`config.mk`:
```
export PLATFORM = sky130hd
export DESIGN_NAME = lik_ctrl
export DESIGN_NICKNAME = d
export VERILOG_FILES = /design/src/lik_pkg.sv /design/src/lik_ctrl.sv
export VERILOG_INCLUDE_DIRS = /design/src /design/src/src
export SDC_FILE = /design/constraint.sdc
export NUM_CORES = 1
export LEC_CHECK = 0
export BUFFER_PORTS_ARGS = -buffer_cell sky130_fd_sc_hd__buf_4
export CORE_MARGIN = 3
export CORE_UTILIZATION = 46
export CTS_BUF_LIST = sky130_fd_sc_hd__clkbuf_4 sky130_fd_sc_hd__clkbuf_8
export DETAILED_ROUTE_END_ITERATION = 8
export PLACE_DENSITY_LB_ADDON = 0.15
export SYNTH_ARGS = -nofsm -noshare
export SYNTH_HDL_FRONTEND = slang
export SYNTH_SLANG_ARGS = --single-unit
```
`constraint.sdc`:
```
create_clock -name clk -period 2.3 [get_ports clk]
set_input_delay 0.115 -clock clk [delete_from_list [all_inputs] [get_ports clk]]
set_output_delay 0.115 -clock clk [all_outputs]
set_load 0.03 [all_outputs]
```
`src/assert_macros.svh`:
```
// Assertion macros shared by the RTL files; clk and rst_n are taken from the including scope.
`ifndef ASSERT_MACROS_SVH
`define ASSERT_MACROS_SVH

// Same-cycle implication.
`define ASSERT_IMP(label, ante, cons) \
    label: assert property (@(posedge clk) disable iff (!rst_n) (ante) |-> (cons)) \
        else $error("same-cycle check failed");

// Next-cycle implication.
`define ASSERT_NXT(label, ante, cons) \
    label: assert property (@(posedge clk) disable iff (!rst_n) (ante) |=> (cons)) \
        else $error("next-cycle check failed");

`endif

```
`src/lik_pkg.sv`:
```
// Types, constants and helper functions shared by the leg IK modules.
`default_nettype none

package lik_pkg;

    localparam int AW       = 50;           // atan2 operand width
    localparam int ANG_W    = 25;           // angle width, degrees * 2^16
    localparam int STEPS    = 20;           // CORDIC iterations
    localparam logic signed [ANG_W-1:0] DEG45  = 25'sd2949120;
    localparam logic signed [ANG_W-1:0] DEG90  = 25'sd5898240;
    localparam logic signed [ANG_W-1:0] DEG180 = 25'sd11796480;

    localparam logic [1:0] REG_COXA  = 2'd0;
    localparam logic [1:0] REG_FEMUR = 2'd1;
    localparam logic [1:0] REG_TIBIA = 2'd2;

    typedef enum logic [4:0] {
        OP_NONE, OP_LOAD, OP_MXX, OP_MYY, OP_SQR, OP_H, OP_MHH, OP_MVV,
        OP_DFF, OP_TT, OP_SP, OP_SM, OP_CHK, OP_MR, OP_SQS, OP_MHC,
        OP_MVS, OP_MVC, OP_MHS, OP_FY, OP_GY, OP_GX, OP_AT1, OP_AT2,
        OP_AT3, OP_FIN
    } op_t;

    typedef struct packed {
        op_t op;
    } cmd_t;

    typedef struct packed {
        logic sq_done;
        logic at_done;
        logic unreach;
    } status_t;

    // atan(2^-i) in degrees, 16 fraction bits
    function automatic logic [22:0] atan_tab(input logic [4:0] i);
        logic [22:0] t;
        case (i)
            5'd0:    t = 23'd2949120;
            5'd1:    t = 23'd1740967;
            5'd2:    t = 23'd919879;
            5'd3:    t = 23'd466945;
            5'd4:    t = 23'd234379;
            5'd5:    t = 23'd117304;
            5'd6:    t = 23'd58666;
            5'd7:    t = 23'd29335;
            5'd8:    t = 23'd14668;
            5'd9:    t = 23'd7334;
            5'd10:   t = 23'd3667;
            5'd11:   t = 23'd1833;
            5'd12:   t = 23'd917;
            5'd13:   t = 23'd458;
            5'd14:   t = 23'd229;
            5'd15:   t = 23'd115;
            5'd16:   t = 23'd57;
            5'd17:   t = 23'd29;
            5'd18:   t = 23'd14;
            5'd19:   t = 23'd7;
            default: t = 23'd0;
        endcase
        return t;
    endfunction

    // fixed-point degrees to whole degrees, truncated toward zero
    function automatic logic signed [10:0] trunc_deg(input logic signed [26:0] a);
        logic signed [26:0] t;
        t = a + (a[26] ? 27'sd65535 : 27'sd0);
        return t[26:16];
    endfunction

endpackage

`default_nettype wire

```
`src/lik_ctrl.sv`:
```
// Leg IK controller: sequences datapath operations and runs both handshakes.
`default_nettype none

`include "assert_macros.svh"

module lik_ctrl (
    input  wire logic               clk,
    input  wire logic               rst_n,
    input  wire logic               in_valid,
    output logic                    in_ready,
    output logic                    out_valid,
    input  wire logic               out_ready,
    output lik_pkg::cmd_t           cmd,
    input  wire lik_pkg::status_t   status
);

    typedef enum logic [3:0] {
        S_IDLE = 4'b0001,
        S_STEP = 4'b0010,
        S_WAIT = 4'b0100,
        S_FIN  = 4'b1000
    } state_t;

    state_t        state_reg, state_next;
    lik_pkg::op_t  op_reg, op_next, op_succ;
    logic          out_valid_reg, out_valid_next;
    logic          waits;

    always_comb
    begin
        case (op_reg)
            lik_pkg::OP_MXX: op_succ = lik_pkg::OP_MYY;
            lik_pkg::OP_MYY: op_succ = lik_pkg::OP_SQR;
            lik_pkg::OP_SQR: op_succ = lik_pkg::OP_H;
            lik_pkg::OP_H:   op_succ = lik_pkg::OP_MHH;
            lik_pkg::OP_MHH: op_succ = lik_pkg::OP_MVV;
            lik_pkg::OP_MVV: op_succ = lik_pkg::OP_DFF;
            lik_pkg::OP_DFF: op_succ = lik_pkg::OP_TT;
            lik_pkg::OP_TT:  op_succ = lik_pkg::OP_SP;
            lik_pkg::OP_SP:  op_succ = lik_pkg::OP_SM;
            lik_pkg::OP_SM:  op_succ = lik_pkg::OP_CHK;
            lik_pkg::OP_CHK: op_succ = lik_pkg::OP_MR;
            lik_pkg::OP_MR:  op_succ = lik_pkg::OP_SQS;
            lik_pkg::OP_SQS: op_succ = lik_pkg::OP_MHC;
            lik_pkg::OP_MHC: op_succ = lik_pkg::OP_MVS;
            lik_pkg::OP_MVS: op_succ = lik_pkg::OP_MVC;
            lik_pkg::OP_MVC: op_succ = lik_pkg::OP_MHS;
            lik_pkg::OP_MHS: op_succ = lik_pkg::OP_FY;
            lik_pkg::OP_FY:  op_succ = lik_pkg::OP_GY;
            lik_pkg::OP_GY:  op_succ = lik_pkg::OP_GX;
            lik_pkg::OP_GX:  op_succ = lik_pkg::OP_AT1;
            lik_pkg::OP_AT1: op_succ = lik_pkg::OP_AT2;
            lik_pkg::OP_AT2: op_succ = lik_pkg::OP_AT3;
            lik_pkg::OP_AT3: op_succ = lik_pkg::OP_FIN;
            default:         op_succ = lik_pkg::OP_FIN;
        endcase
        waits = (op_reg == lik_pkg::OP_SQR) || (op_reg == lik_pkg::OP_SQS)
             || (op_reg == lik_pkg::OP_AT1) || (op_reg == lik_pkg::OP_AT2)
             || (op_reg == lik_pkg::OP_AT3);
    end

    always_comb
    begin
        state_next     = state_reg;
        op_next        = op_reg;
        cmd.op         = lik_pkg::OP_NONE;
        out_valid_next = out_valid_reg && !out_ready;
        case (state_reg)
            S_IDLE:
            begin
                if (in_valid)
                begin
                    cmd.op     = lik_pkg::OP_LOAD;
                    op_next    = lik_pkg::OP_MXX;
                    state_next = S_STEP;
                end
            end
            S_STEP:
            begin
                // no intersection: skip straight to the result
                if (op_reg == lik_pkg::OP_MR && status.unreach)
                begin
                    state_next = S_FIN;
                end
                else
                begin
                    cmd.op  = op_reg;
                    op_next = op_succ;
                    if (waits)
                        state_next = S_WAIT;
                end
            end
            S_WAIT:
            begin
                if (status.sq_done || status.at_done)
                    state_next = (op_reg == lik_pkg::OP_FIN) ? S_FIN : S_STEP;
            end
            S_FIN:
            begin
                if (!out_valid_reg || out_ready)
                begin
                    cmd.op         = lik_pkg::OP_FIN;
                    out_valid_next = 1'b1;
                    state_next     = S_IDLE;
                end
            end
            default:
            begin
                state_next = S_IDLE;
            end
        endcase
    end

    always_ff @(posedge clk or negedge rst_n)
    begin
        if (!rst_n)
        begin
            state_reg     <= S_IDLE;
            op_reg        <= lik_pkg::OP_NONE;
            out_valid_reg <= 1'b0;
        end
        else
        begin
            state_reg     <= state_next;
            op_reg        <= op_next;
            out_valid_reg <= out_valid_next;
        end
    end

    assign in_ready  = (state_reg == S_IDLE);
    assign out_valid = out_valid_reg;

    `ASSERT_NXT(a_busy_after_accept, in_valid && in_ready, !in_ready)
    `ASSERT_NXT(a_result_from_fin, state_reg == S_FIN && (!out_valid_reg || out_ready), out_valid_reg)

endmodule

`default_nettype wire

```
== After elaboration in Yosys (flattened, before gate mapping) ==
Memory sizes are Yosys's and may differ from the RTL's.
Index checks and enable logic that the tools add are counted.
Word-level totals
  bits in read-only memories: 160
  memories: 1
  bits of input ports: 7
  register bits after elaboration: 10
  output and inout port bits: 7
Memory list
  (name not given): depth 32, width 5, read ports 1, clocked after Yosys merged registers in 0, write ports 0, RTL line lik_ctrl.sv:31  | case (op_reg)
Operators by class
  reductions and logical operators: 13
  mux-type cells: 16
  equal/unequal tests: 16
Operators by type and width (count)
  $mux 4: 6
  $eq 5x5->1 const B: 4
  $mux 5: 4
  $pmux 4 s4: 1
  $pmux 5 s3: 1
  $eq 5x4->1 const B: 2
  $pmux 5 s2: 1
  $ne 2x2->1 const B: 4
  $logic_or 1x1->1: 6
  $eq 5x3->1 const B: 1
  $eq 4x1->1 const B: 1
  $eq 4x2->1 const B: 1
  $eq 4x3->1 const B: 1
  $eq 4x4->1 const B: 1
  $reduce_and 4->1: 1
  $mux 1: 3
  $ne 3x3->1 const B: 1
  $reduce_and 3->1: 1
  $logic_and 1x1->1: 2
  $logic_not 1->1: 2
  $reduce_bool 2->1: 1

== Longest topological paths before layout ==
  depth after elaboration: 8
  depth in mapped cells: 7
  gate-level depth less buffers: 7

== Worst setup path after synthesis ==
No wires, ideal clock.
  kind: register to register
  start: register state_reg[0]
  end: register op_reg[2]
  stages on the path, launching flop included: 8
  period minus slack after synthesis: 2160 ps
  slack: 140 ps
  arrival time: 2039 ps
  setup time: 120 ps
  cell sequence: dfstp_2 buf_2 nor4b_2 and2_1 or2_1 buf_4 a21oi_1 a41o_1
Between the ends
  word-level cells in the longest chain between the ends: 3
  elaborated cells on any way between the ends: 7
Ends and longest elaborated chain
  start: declaration: RTL line lik_ctrl.sv:24  | state_t state_reg, state_next;
  start signal: assignment: RTL line lik_ctrl.sv:124  | state_reg <= state_next;
  $eq 4x1->1 *
  via in_ready: RTL line lik_ctrl.sv:10  | output logic in_ready,
  $ne 2x2->1 (no line) or $reduce_bool 2->1 (tied branches)
  $reduce_and 3->1 (no line)
  end signal: assignment: RTL line lik_ctrl.sv:119  | op_reg <= lik_pkg::OP_NONE;
  end signal: assignment: RTL line lik_ctrl.sv:125  | op_reg <= op_next;
  end: declaration: RTL line lik_ctrl.sv:25  | lik_pkg::op_t op_reg, op_next, op_succ;
Mark *: on every way through the listed nets, which the timed path passes. The rest lies on a longest branch.
A chain may end at the register's enable or synchronous reset.

==> flow_summary.yaml <==
layout:
  n_antenna_cell: 0
  fillers: 145
  final_cell_mix: "13 x buf_4, 11 x nor2_1, 9 x a21oi_1"
  final_area_um2: 960
  final_common_cell: "buf_4"
  area_delta_synth_final_pct: 17.3
  multi_input_area_um2: 510
  layout.area.seq_um2: 253
  largest_reg_flops: 5
  layout-drive-gt1-share: 0.224
  final_util: 0.602
  nNetsFinal: 120
sta:
  setup_violations: 0
  min_period_ns: 2.18
  maxSlewViolCount: 0
  setup_tns_ns: 0
  fin_skew_ns: 0.00367
  rsz0062_at_grt: "no"
  tightest_slew_ns: 0.719
  fin_crit_sh: 0.947
  hold_violations: 0
  slew_headroom: 0.514
  fmax_mhz: 459
  hold_ws_ns: 0.142
clock_network:
  cts.path.max_buffers: 2
  htree_levels: 1
  cts_buffers: 3
  clk_latency_ns: 0.26
  post_cts.repair.setup_buffers: 0
  cts_tree: "built"
  cts_root_buffer: "clkbuf_4"
  clock_sinks: 10
  clk_pin_slew_ns: 0.06
die:
  fp.coreArea_um2: 1590
  io_pins: 14
  die_x_um: 48.2
  initial_core_util: 0.513
  die_y_um: 48.2
  fp-row-count: 14
  die_area_um2: 2320
job:
  cap_violations: 0
synthesis:
  ys.flop_type: "dfrtp_1"
  async_flop_share: 1.00
  syn_area_um2: 818
  syn_avg_cell_area_um2: 8.52
  synth_seq_area_share: 0.307
  syn-instance-count: 96
  synth_seq_cells: 10
  synth-compound-area-share: 0.272
  synth-edff-count: 0
  synth_nets: 108
  synth_top_family_by_area: "compound AO/OA/AOI/OAI gates"
  yosysTopAreaCell: "dfrtp_1"
  synth-simple-area-share: 0.263
  synthMuxAreaShare: 0.0122
  netlist_top_cells_area: "dfrtp_1 28%, ha_1 7.6%, a21oi_1 5.5%"
  synth-adder-area-share: 0.0765
  synth_cell_types: 38
  synth_warnings: 0
  synth_xor_area_frac: 0
  synth_top_area_frac: 0.275
global_route:
  grt_overflow: 0
  grt_max_degree: 14
  grt_pass1_wl_um: 3140
  antenna_found_initial: 0
  track_usage: 0.189
  grt_pass1_vias: 699
setup_path:
  path_max_fanout: 11
  cp.required_ns: 2.18
  cp_data_arrival_time_ns: 2.06
  critical_path_class: "reg2out"
  endpoint_kind: "output port"
  r2r_setup_slack_ns: 0.38
  cp-start-kind: "flop"
place:
  placed_cell_area_um2: 912
  hpwlAfterDp_um: 1410
  port_buffers: 13
  place_congestion: 0.893
power_and_ir_drop:
  vdd_drop_max_mv: 0.490
  p_per_area_nw_per_um2: 1080
  p_leak_nw: 0.453
detailed_routing:
  viasPerCell: 5.85
  routed_wl_um: 1840
  drc_errors: 0
  avgRoutedWirePerCell_um: 14.1
  vias: 766
  ant_nets: 0
  drtIter0Drc: 13
  dr.pass1.iters: 4
worst_hold_path:
  min_path_type: "in2reg"
status:
  status: "complete, no violations"
==> per-layer routing <==
metal,GRT usage,vias up,part of all wire
met5,0,-,0
met4,0.0323,0,0
met3,0.0554,0,0.068
met2,0.294,27,0.47
met1,0.263,371,0.46
li1,-,368,-
==> logic make-up after synthesis <==
family | Yosys count
AO/OA/AOI/OAI | 31
flip-flops | 10
multiplexers | 1
buffers and inverters | 13
AND/OR/NAND/NOR | 36
adder cells (fa/ha/maj) | 5
==> where the power goes <==
part           internal (mW)  total [mW]  switching (mW)
clock                 0.0961       0.155          0.0592
combinational          0.236       0.540           0.305
sequential             0.229       0.343           0.114
==> cells in the mapped netlist (3+ instances only) <==
| cell | n |
|---|---|
| clkbuf_1 | 3 |
| a21o_1 | 3 |
| o21ai_0 | 7 |
| a21oi_1 | 9 |
| nor2_1 | 11 |
| nand3b_1 | 3 |
| ha_1 | 5 |
| dfrtp_1 | 9 |
| nand2_1 | 5 |
| buf_2 | 3 |
| inv_1 | 6 |
==> critical path, cell delays in order, from the launching register on <==
cell     delay (ns)
dfrtp_2        0.48
or4b_4         0.59
a31oi_4        0.19
inv_1          0.13
o21ai_0        0.21
buf_4          0.20
==> cell type report <==
class,count,share of cell area
inverter,6,0.0235
tap,24,0.0313
timing repair buffer,14,0.112
clock buffer,4,0.0378
sequential,10,0.263
multi-input combinational,73,0.532
==> repair_timing <==
action / 4_1_cts / 5_1_grt
hold buffers: 1 / 0
setup endpoints to repair: 0 / 1
hold endpoints to repair: 10 / 0
gates resized for setup: 0 / 1
==> stage by stage <==
stage	cells	setup slack [ns]	total power, mW
global route	131	0.0431	1.12
floorplan	96	0.140	0.759
global placement	126	0.408	0.866
CTS	131	0.0717	1.04
finish	131	0.123	1.04
detailed placement	126	0.362	0.878
==> path summary, 6_finish.rpt <==
check | depth (start not counted) | startpoint | endpoint
max | 5 | state_reg[2]$_DFFE_PN0P_ | cmd[0]
min | 3 | in_valid | state_reg[0]$_DFFE_PN1P_
max reg2reg | 5 | state_reg[2]$_DFFE_PN0P_ | op_reg[2]$_DFFE_PN0P_
min reg2reg | 2 | out_valid$_DFF_PN0_ | out_valid$_DFF_PN0_
max in group asynchronous | 2 | rst_n | state_reg[0]$_DFFE_PN1P_
min in group asynchronous | 2 | rst_n | op_reg[2]$_DFFE_PN0P_
Note: power is estimated with default switching activity, not from simulation.
